--- config.mk ---
export PLATFORM = sky130hd
export DESIGN_NAME = ddo_ctrl
export DESIGN_NICKNAME = d
export VERILOG_FILES = /design/src/rtl/ddo_pkg.sv /design/src/rtl/ddo_ctrl.sv
export VERILOG_INCLUDE_DIRS = /design/src /design/src/rtl
export SDC_FILE = /design/constraint.sdc
export NUM_CORES = 1
export LEC_CHECK = 0
export BUFFER_PORTS_ARGS = -buffer_cell sky130_fd_sc_hd__buf_4
export CAP_MARGIN = 20
export CORE_MARGIN = 5
export CORE_UTILIZATION = 38
export DETAILED_ROUTE_END_ITERATION = 10
export PLACE_DENSITY = 0.71
export SLEW_MARGIN = 20
export SYNTH_ARGS = -nofsm -noshare
export SYNTH_HDL_FRONTEND = slang
export SYNTH_SLANG_ARGS = --single-unit
--- constraint.sdc ---
create_clock -name clk -period 1.7 [get_ports clk]
set_input_delay 0.255 -clock clk [delete_from_list [all_inputs] [get_ports clk]]
set_output_delay 0.255 -clock clk [all_outputs]
set_load 0.005 [all_outputs]
--- src/rtl/diff_drive_odometry_unit_assert.svh ---
// Assertion macros used by the odometry sequencer.
`ifndef DIFF_DRIVE_ODOMETRY_UNIT_ASSERT_SVH
`define DIFF_DRIVE_ODOMETRY_UNIT_ASSERT_SVH
`ifndef NO_ASSERTIONS
`define DDO_CHECK(lbl, clk, rstn, prop) \
  lbl: assert property (@(posedge clk) disable iff (!rstn) (prop)) \
    else $error("odometry check failed");
`define DDO_CHECK_ALWAYS(lbl, clk, prop) \
  lbl: assert property (@(posedge clk) (prop)) \
    else $error("odometry check failed");
`else
`define DDO_CHECK(lbl, clk, rstn, prop)
`define DDO_CHECK_ALWAYS(lbl, clk, prop)
`endif
`endif

--- src/rtl/ddo_pkg.sv ---
// Types, constants and tables for the differential drive odometry block.
`default_nettype none
package ddo_pkg;

  localparam int RAD_W   = 16;
  localparam int SEP_W   = 20;
  localparam int DIV_W   = 50;
  localparam int CORD_W  = 34;
  localparam int MUL_A_W = 35;
  localparam int MUL_B_W = 34;
  localparam int CORDIC_STEPS_DEF = 16;

  localparam logic [RAD_W-1:0] RADIUS_RST = 16'd4915;
  localparam logic [SEP_W-1:0] SEP_RST    = 20'd32768;
  localparam logic [29:0]      TURN_K     = 30'd683565276;
  localparam logic [31:0]      GAIN_Q30   = 32'd652032874;

  localparam logic [2:0] ADDR_RADIUS = 3'd0;
  localparam logic [2:0] ADDR_SEP    = 3'd4;

  typedef struct packed {
    logic signed [15:0] left_rate;
    logic signed [15:0] right_rate;
    logic [15:0]        elapsed_time;
  } in_t;

  typedef struct packed {
    logic signed [31:0] pos_x;
    logic signed [31:0] pos_y;
    logic [15:0]        heading_out;
    logic [30:0]        linear_speed;
    logic signed [31:0] angular_rate;
    logic signed [31:0] vel_x;
    logic signed [31:0] vel_y;
  } out_t;

  typedef enum logic [4:0] {
    DP_NOP,
    DP_LOAD,
    DP_MUL_VL,
    DP_MUL_VR,
    DP_MUL_SL,
    DP_MUL_SR,
    DP_DIVQ_START,
    DP_DIVQ_TAKE,
    DP_MUL_PLO,
    DP_MUL_PHI,
    DP_CORDIC_INIT,
    DP_CORDIC_STEP,
    DP_DIVW_TAKE,
    DP_MUL_DX,
    DP_MUL_DY,
    DP_MUL_VX,
    DP_MUL_VY,
    DP_COMMIT
  } dp_op_t;

  typedef struct packed {
    dp_op_t op;
  } dp_cmd_t;

  typedef struct packed {
    logic div_done;
    logic cordic_done;
  } dp_status_t;

  function automatic logic [31:0] atan_ent(input logic [4:0] i);
    logic [31:0] v;
    case (i)
      5'd0:  v = 32'h20000000;
      5'd1:  v = 32'h12E4051E;
      5'd2:  v = 32'h09FB385B;
      5'd3:  v = 32'h051111D4;
      5'd4:  v = 32'h028B0D43;
      5'd5:  v = 32'h0145D7E1;
      5'd6:  v = 32'h00A2F61E;
      5'd7:  v = 32'h00517C55;
      5'd8:  v = 32'h0028BE53;
      5'd9:  v = 32'h00145F2F;
      5'd10: v = 32'h000A2F98;
      5'd11: v = 32'h000517CC;
      5'd12: v = 32'h00028BE6;
      5'd13: v = 32'h000145F3;
      5'd14: v = 32'h0000A2FA;
      5'd15: v = 32'h0000517D;
      5'd16: v = 32'h000028BE;
      5'd17: v = 32'h0000145F;
      5'd18: v = 32'h00000A30;
      5'd19: v = 32'h00000518;
      5'd20: v = 32'h0000028C;
      5'd21: v = 32'h00000146;
      5'd22: v = 32'h000000A3;
      5'd23: v = 32'h00000051;
      default: v = 32'h0;
    endcase
    return v;
  endfunction

endpackage
`default_nettype wire

--- src/rtl/ddo_ctrl.sv ---
// Odometry sequencer: steps the datapath through one transaction at a time.
`default_nettype none
`include "diff_drive_odometry_unit_assert.svh"
module ddo_ctrl (
  input  wire logic                clk,
  input  wire logic                rst_n,
  input  wire logic                in_valid,
  output logic                     in_stall,
  output logic                     out_valid,
  input  wire logic                out_stall,
  output ddo_pkg::dp_cmd_t         cmd,
  input  wire ddo_pkg::dp_status_t status
);
  typedef enum logic [4:0] {
    S_IDLE, S_VL, S_VR, S_SL, S_SR, S_DQ_START, S_DQ_WAIT, S_PLO, S_PHI,
    S_CINIT, S_CSTEP, S_DW_WAIT, S_DX, S_DY, S_VX, S_VY, S_COMMIT
  } state_t;

  state_t state_r, state_nxt;
  logic   out_valid_r, slot_free;

  assign slot_free = !out_valid_r || !out_stall;

  always_comb begin
    state_nxt = state_r;
    cmd.op    = ddo_pkg::DP_NOP;
    unique case (state_r)
      S_IDLE: if (in_valid) begin
        cmd.op    = ddo_pkg::DP_LOAD;
        state_nxt = S_VL;
      end
      S_VL: begin cmd.op = ddo_pkg::DP_MUL_VL; state_nxt = S_VR; end
      S_VR: begin cmd.op = ddo_pkg::DP_MUL_VR; state_nxt = S_SL; end
      S_SL: begin cmd.op = ddo_pkg::DP_MUL_SL; state_nxt = S_SR; end
      S_SR: begin cmd.op = ddo_pkg::DP_MUL_SR; state_nxt = S_DQ_START; end
      S_DQ_START: begin cmd.op = ddo_pkg::DP_DIVQ_START; state_nxt = S_DQ_WAIT; end
      S_DQ_WAIT: if (status.div_done) begin
        cmd.op    = ddo_pkg::DP_DIVQ_TAKE;
        state_nxt = S_PLO;
      end
      S_PLO: begin cmd.op = ddo_pkg::DP_MUL_PLO; state_nxt = S_PHI; end
      S_PHI: begin cmd.op = ddo_pkg::DP_MUL_PHI; state_nxt = S_CINIT; end
      S_CINIT: begin cmd.op = ddo_pkg::DP_CORDIC_INIT; state_nxt = S_CSTEP; end
      S_CSTEP: begin
        if (status.cordic_done) state_nxt = S_DW_WAIT;
        else cmd.op = ddo_pkg::DP_CORDIC_STEP;
      end
      S_DW_WAIT: if (status.div_done) begin
        cmd.op    = ddo_pkg::DP_DIVW_TAKE;
        state_nxt = S_DX;
      end
      S_DX: begin cmd.op = ddo_pkg::DP_MUL_DX; state_nxt = S_DY; end
      S_DY: begin cmd.op = ddo_pkg::DP_MUL_DY; state_nxt = S_VX; end
      S_VX: begin cmd.op = ddo_pkg::DP_MUL_VX; state_nxt = S_VY; end
      S_VY: begin cmd.op = ddo_pkg::DP_MUL_VY; state_nxt = S_COMMIT; end
      S_COMMIT: if (slot_free) begin
        cmd.op    = ddo_pkg::DP_COMMIT;
        state_nxt = S_IDLE;
      end
      default: state_nxt = S_IDLE;
    endcase
  end

  always_ff @(posedge clk) begin
    if (!rst_n) begin
      state_r     <= S_IDLE;
      out_valid_r <= 1'b0;
    end else begin
      state_r <= state_nxt;
      if (cmd.op == ddo_pkg::DP_COMMIT) out_valid_r <= 1'b1;
      else if (!out_stall) out_valid_r <= 1'b0;
    end
  end

  assign in_stall  = (state_r != S_IDLE);
  assign out_valid = out_valid_r;

  `DDO_CHECK(a_commit_free, clk, rst_n,
    (cmd.op == ddo_pkg::DP_COMMIT) |-> (!out_valid_r || !out_stall))
  `DDO_CHECK(a_take_done, clk, rst_n,
    (cmd.op == ddo_pkg::DP_DIVQ_TAKE || cmd.op == ddo_pkg::DP_DIVW_TAKE) |-> status.div_done)
  `DDO_CHECK(a_step_live, clk, rst_n,
    (cmd.op == ddo_pkg::DP_CORDIC_STEP) |-> !status.cordic_done)
  `DDO_CHECK(a_valid_after_commit, clk, rst_n,
    (cmd.op == ddo_pkg::DP_COMMIT) |=> out_valid_r)
endmodule
`default_nettype wire

==> summary.txt, run 1 <==
Synthesis
  – Number of synthesis warnings: 0
  – Post-synth top cells: sky130_fd_sc_hd__dfxtp_1 (6), sky130_fd_sc_hd__nand2_1 (6), sky130_fd_sc_hd__nand3_1 (6), sky130_fd_sc_hd__nor2_1 (6), sky130_fd_sc_hd__buf_2 (4)
  – Post-synth top flop: sky130_fd_sc_hd__dfxtp_1
  – Synth area leaders: sky130_fd_sc_hd__dfxtp_1 (23%), sky130_fd_sc_hd__nand3_1 (5.9%), sky130_fd_sc_hd__o211ai_2 (4.9%), sky130_fd_sc_hd__buf_6 (4.4%), sky130_fd_sc_hd__nand2_1 (4.4%)
  – Register area share after synthesis: 23.5%
  – Number of flops mapped to enable cells by yosys: 0
  – Synthesized instance count: 67
  – #FFs+latches synth: 6
  – Top cell type's share of synthesized area: 23.5%
  – Nets in the synthesized netlist: 73
  – Cell area after synthesis: 512 µm²
  – Dominant cell type by area after synthesis: sky130_fd_sc_hd__dfxtp_1
  – Synthesized area per cell: 7.64 µm²
  – Async set-or-reset flop fraction in the synthesized netlist: 0%
  – Netlist cell types: 34

GRT
  – Total routing resource utilization after global routing: 12.8%
  – Number of global-route vias before repair: 456
  – Number of antenna violations at the first check in global routing: 0
  – Aggregate global routing overflow: 0
  – First-pass GRT wire length: 1.95 mm
  – Maximum number of pins on one net before global-route repair: 18

STA
  – Final period demand of the worst path: 1.64 ns
  – Actual transition at the worst max-transition pin: 0.374 ns
  – Number of max-slew violations in the final report: 0
  – Headroom to the max-slew limit: 75.0%
  – Highest clock frequency the design can meet: 611 MHz
  – Fin Setup TNS: 0 ns
  – Final period util: 96.2%
  – Final hold viol count: 0
  – Worst clock skew on the final layout: 0.00605 ns
  – RSZ-0062 raised after global routing: yes
  – Number of setup violations in the final report: 0

Worst setup path
  – Crit Path Category: reg -> out
  – Cell-by-cell trace of the critical path: nand2_2 -> a2bb2oi_1 -> or4_1 -> nand3_1 -> buf_4
  – Largest fanout on the critical path: 7
  – Critical path arrival: 1.38 ns
  – Kind of launch point of the worst setup path: register
  – Worst-case register-to-register setup slack: 0.26 ns
  – Slowest library cell on the worst path: sky130_fd_sc_hd__or4_1
  – Highest cell delay on the worst timing path: 0.39 ns
  – Element type at the critical path end: output port
  – WP data required: 1.44 ns

Floorplanning
  – DIE WIDTH: 46.7 µm
  – Initial core utilization: 39.8%
  – Number of placement rows: 13
  – Core area: 1280 µm²
  – Die Height: 46.7 µm
  – I/O pin cnt: 13
  – Die outline area: 2180 µm²

Placed design
  – Number of buffers inserted by port buffering: 12
  – GPL Wtd Cong: 0.799
  – DPL Wire Length: 943 µm

Final layout
  – Net count, final: 91
  – Fraction of final layout cells sized beyond drive strength 1: 37.3%
  – Synthesis-to-finish area growth: 29.6%
  – Number of diodes: 0

Detailed routing
  – Detailed-router iteration count before antenna repair: 4
  – DRC Markers: 0
  – DRT iter0 DRCs: 18
  – Average routed wire per standard cell: 13.2 µm
  – Final ANT Viol Nets: 0
  – Routed wire length: 1.29 mm
  – Vias per std cell: 5.55
  – Vias: 544

Clocking
  – Root Buffer: sky130_fd_sc_hd__clkbuf_4
  – Total clock buffers created by CTS: 3
  – Register clock-pin slew on the reported worst setup and hold paths: 0.05 ns
  – CTS tree: done
  – Level count of the clock H-tree: 1
  – Clock insertion delay at the later pin of the skew report: 0.24 ns
  – Number of clock sinks: 6
  – Max clock buf depth: 2

Power
  – Total power consumption of the routed design: 0.800 mW
  – Static Leakage: 0.290 nW
  – Maximum vdd ir drop: 0.505 mV
  – Power density cells: 1210 nW/µm²

Flow run
  – Count of max-cap constraint violations: 0

Worst hold path
  – Type of the most critical hold path: in -> reg

Run status
  – Result of the run: completed
-- where the power goes --
group	internal, mW	switching [mW]	total (mW)
Combinational	0.238	0.190	0.427
Clock	0.0797	0.0495	0.129
Sequential	0.175	0.0680	0.243
Total	0.493	0.307	0.800
-- cell usage in the layout (no fill, tap or decap), types with 2 or more instances in the layout --
cell type	n
sky130_fd_sc_hd__buf_4	18
sky130_fd_sc_hd__nand2_1	6
sky130_fd_sc_hd__nand3_1	6
sky130_fd_sc_hd__nor2_1	5
sky130_fd_sc_hd__o21ai_0	3
sky130_fd_sc_hd__clkbuf_4	3
sky130_fd_sc_hd__nand3b_1	2
sky130_fd_sc_hd__nor2b_1	2
sky130_fd_sc_hd__nand4_1	2
sky130_fd_sc_hd__inv_1	2
sky130_fd_sc_hd__xor2_1	2
sky130_fd_sc_hd__o211ai_2	2
sky130_fd_sc_hd__and2_1	2
sky130_fd_sc_hd__dfxtp_1	2
sky130_fd_sc_hd__dfxtp_2	2
sky130_fd_sc_hd__dfxtp_4	2
-- logic make-up after synthesis --
group	Yosys count	share of synthesized area [%]
AOI/OAI and AO/OA	15	24.0
buffers and inverters	8	9.78
and+or+nand+nor	34	35.7
xor gates and xnor gates	3	5.14
DFF	6	23.5
muxes	1	1.96
-- critical path: cells and delay by family (launching register included) --
kind | cells | cell delay, ns
AOI/OAI and AO/OA | 1 | 0.12
buffers and inverters | 1 | 0.11
DFF | 1 | 0.38
and+or+nand+nor | 3 | 0.54
-- state kept, by name (all words and copies together) (netlist names) --
register and cells:
state_r 5, out_valid 1
-- through the flow --
step	setup slack [ns]	area, µm²	util (%)	std cells	hold slack (ns)
after detailed placement	0.107	608	47.3	92	0.522
after global placement	0.138	608	47.3	92	0.510
after CTS	0.0112	638	49.7	95	0.271
after global routing	-0.00849	663	51.6	98	0.273
after floorplan	0.318	512	-	67	0.373
final	0.0638	663	51.6	98	0.283
-- cell type report --
cell class | count | area [µm²]
tap | 15 | 18.8
fill | 126 | 622
timing repair buffer | 19 | 140
inverter | 2 | 7.51
multi-input combinational | 53 | 344
sequential | 6 | 130
clock buffer | 3 | 22.5
-- path summary, 6_finish.rpt --
| check | start | endpoint | cells after the start |
|---|---|---|---|
| worst max-delay path | state_r[2] | cmd[0] | 5 |
| worst min-delay path | rst_n | state_r[4] | 2 |
| worst max register to register | state_r[3] | state_r[1] | 5 |
| worst min register to register | out_valid | out_valid | 2 |
-- repair_timing --
item,CTS,global route
gates resized for setup,5,2
cloned,0,0
pin swaps,0,1
endpoints found under the setup margin,2,2
buffers inserted,0,3
hold buffers,0,0
-- per-layer routing --
layer / vias to the layer above / share of wire, % / wire length, µm / global-route usage, %
met5: - / 0 / 0 / 0
met4: 0 / 0 / 0 / 4.97
met3: 0 / 4.3 / 56 / 4.69
met2: 16 / 51 / 660 / 20.1
met1: 257 / 45 / 577 / 15.9
li1: 271 / - / - / -
Power figures use the tool's default switching activity.
==> run 2: changes to the inputs <==
--- a/config.mk
+++ b/config.mk
@@ -11,7 +11,7 @@
 export CORE_MARGIN = 5
 export CORE_UTILIZATION = 38
 export DETAILED_ROUTE_END_ITERATION = 10
-export PLACE_DENSITY = 0.71
+export PLACE_DENSITY = 0.74
 export SLEW_MARGIN = 20
 export SYNTH_ARGS = -nofsm -noshare
 export SYNTH_HDL_FRONTEND = slang
==> constraint.sdc (replaced) <==
create_clock -name clk -period 1.4 [get_ports clk]
set_input_delay 0.21 -clock clk [delete_from_list [all_inputs] [get_ports clk]]
set_output_delay 0.21 -clock clk [all_outputs]
set_load 0.05 [all_outputs]
==> summary.txt, run 2 (synthesized netlist as in run 1, its figures left out) <==
GRT
  – Maximum number of pins on one net before global-route repair: 9
  – Number of antenna violations at the first check in global routing: 0
  – First-pass GRT wire length: 3.06 mm
  – Number of global-route vias before repair: 688
  – Total routing resource utilization after global routing: 20.3%
  – Aggregate global routing overflow: 0

Floorplanning
  – Core area: 1280 µm²
  – Die outline area: 2180 µm²
  – Number of placement rows: 13
  – I/O pin cnt: 13
  – DIE WIDTH: 46.7 µm
  – Die Height: 46.7 µm
  – Initial core utilization: 39.8%

Worst hold path
  – Min-Delay Path Depth: 2
  – Type of the most critical hold path: in -> reg
  – Hold Crit Start: rst_n
  – Worst Hold Endpoint: state_r[4]

STA
  – Headroom to the max-slew limit: 82.2%
  – Number of max-slew violations in the final report: 0
  – Number of setup violations in the final report: 9
  – Actual transition at the worst max-transition pin: 0.265 ns
  – Final period demand of the worst path: 1.77 ns
  – Worst hold slack: 0.225 ns
  – Final period util: 127%
  – Worst setup slack after layout: -0.373 ns
  – Final hold viol count: 0
  – RSZ-0062 raised after global routing: yes
  – Worst clock skew on the final layout: 0.000893 ns
  – Highest clock frequency the design can meet: 564 MHz

Detailed routing
  – Routed metal-1 wire length: 983 µm
  – Vias: 699
  – Routed wire length: 2.27 mm
  – Met2 wire length: 1.10 mm
  – Final ANT Viol Nets: 0
  – Vias per std cell: 5.55
  – Detailed-router iteration count before antenna repair: 4
  – Average routed wire per standard cell: 18.0 µm
  – Top sig layer: met4
  – DRC Markers: 0
  – Met3 Wirelength: 122 µm
  – DRT iter0 DRCs: 21

Clocking
  – Max clock buf depth: 2
  – Root Buffer: sky130_fd_sc_hd__clkbuf_4
  – Clock insertion delay at the later pin of the skew report: 0.24 ns
  – Hold buffer count at cts: 0
  – Number of clock sinks: 6
  – Total clock buffers created by CTS: 3
  – CTS tree: done
  – Level count of the clock H-tree: 1
  – Register clock-pin slew on the reported worst setup and hold paths: 0.05 ns

Final layout
  – Number of diodes: 0
  – Net count, final: 119
  – Top reg by flops: state_r
  – Commonest non-fill, non-tap cell in the layout: sky130_fd_sc_hd__buf_4
  – Synthesis-to-finish area growth: 109%
  – Reg area: 136 µm²
  – Fraction of final layout cells sized beyond drive strength 1: 68.5%
  – Area of the multi-input gates: 475 µm²
  – Commonest cells after routing, fill and taps aside: sky130_fd_sc_hd__buf_4 (33), sky130_fd_sc_hd__buf_6 (13), sky130_fd_sc_hd__nand2_1 (5), sky130_fd_sc_hd__nand3_1 (4), sky130_fd_sc_hd__dfxtp_4 (4)
  – Post-Layout Cell Count: 126
  – Max FFs per register: 5
  – Number of fillers in the final layout: 71

Flow run
  – Count of max-cap constraint violations: 0

Worst setup path
  – WP data required: 1.19 ns
  – Element type at the critical path end: output port
  – RR Endpoint: state_r[0]
  – Worst r2r path cells: 7
  – Highest cell delay on the worst timing path: 0.38 ns
  – Kind of launch point of the worst setup path: register
  – Startpoint of the lowest-slack register-to-register path: state_r[2]
  – Critical path arrival: 1.56 ns
  – Slowest library cell on the worst path: sky130_fd_sc_hd__dfxtp_4
  – Cell-by-cell trace of the critical path: buf_6 -> and2b_2 -> o21ai_1 -> a22oi_2 -> nor2_4 -> buf_6
  – Worst-case register-to-register setup slack: -0.14 ns
  – Most used cell, CP: sky130_fd_sc_hd__buf_6
  – Largest fanout on the critical path: 6
  – Crit Path Category: reg -> out

Placed design
  – Instance count after placement with tap cells included: 110
  – GPL Wtd Cong: 0.854
  – Number of buffers inserted by port buffering: 12
  – DPL Wire Length: 1.17 mm

Run status
  – Violations in the final reports: setup timing
  – Result of the run: finished, violations left

Power
  – Power density cells: 1780 nW/µm²
  – Static Leakage: 0.478 nW
  – Maximum vdd ir drop: 1.14 mV
run 2: changes by cell type in the layout (fill, tap and decap cells not counted), moves of 2 or more:
cell | before | now
sky130_fd_sc_hd__nand3_1 | 6 | 4
sky130_fd_sc_hd__nor2_4 | 0 | 3
sky130_fd_sc_hd__o21ai_0 | 3 | 1
sky130_fd_sc_hd__o21ai_1 | 0 | 2
sky130_fd_sc_hd__nor2_1 | 5 | 2
sky130_fd_sc_hd__buf_6 | 0 | 13
sky130_fd_sc_hd__dfxtp_4 | 2 | 4
sky130_fd_sc_hd__buf_4 | 18 | 33
run 2: layout make-up:
class                   count  share of cell area [%]
repair buffers             47                    38.2
multi-input cells          53                    44.4
inverters                   2                   0.702
flip-flops and latches      6                    12.7
well taps                  15                    1.75
clock buffers               3                    2.11
run 2: metrics by stage:
step | TNS (ns) | area, µm² | util, % | power (mW) | worst slack (ns)
floorplan | -0.757 | 586 | - | 0.948 | -0.137
global placement | -0.366 | 808 | 62.9 | 1.27 | -0.151
detailed placement | -0.527 | 808 | 62.9 | 1.30 | -0.189
CTS | -1.25 | 1000 | 78.2 | 1.75 | -0.288
global route | -2.29 | 1070 | 83.3 | 1.98 | -0.405
finish | -1.86 | 1070 | 83.3 | 1.90 | -0.373
run 2: per-layer routing:
metal	GRT usage, %	vias up
met1	22.8	339
met3	2.34	6
met4	9.39	0
met2	37.4	24
li1	-	330
met5	0	-
run 2: critical path: cells and delay by family, from the launching register on:
kind,cells,cell delay [ns]
buffers and inverters,2,0.28
AND/OR/NAND/NOR,2,0.36
AO/OA/AOI/OAI,2,0.29
flip-flops,1,0.38
run 2: how the worst max path moves through the flow:
stage                from    endpoint  slack [ns]  cells past startpoint
2_1_floorplan  state_r[1]  state_r[2]       -0.14                      4
3_3_place_gp   state_r[1]      cmd[0]       -0.15                      5
3_5_place_dp   state_r[1]      cmd[0]       -0.19                      5
4_1_cts        state_r[2]      cmd[1]       -0.29                      6
5_1_grt        state_r[2]      cmd[3]       -0.41                      6
6_report       state_r[2]      cmd[3]       -0.37                      6
run 2: what timing repair did:
item,CTS,global route
endpoints found under the setup margin,9,9
gates resized for setup,31,8
setup buffers,8,6
pin swaps,11,6
cloned,0,0
run 2: power breakdown:
part	total (mW)	switching [mW]	internal, mW
registers	0.262	0.0476	0.215
logic	1.47	0.742	0.730
clock network	0.165	0.0676	0.0973
total	1.90	0.858	1.04
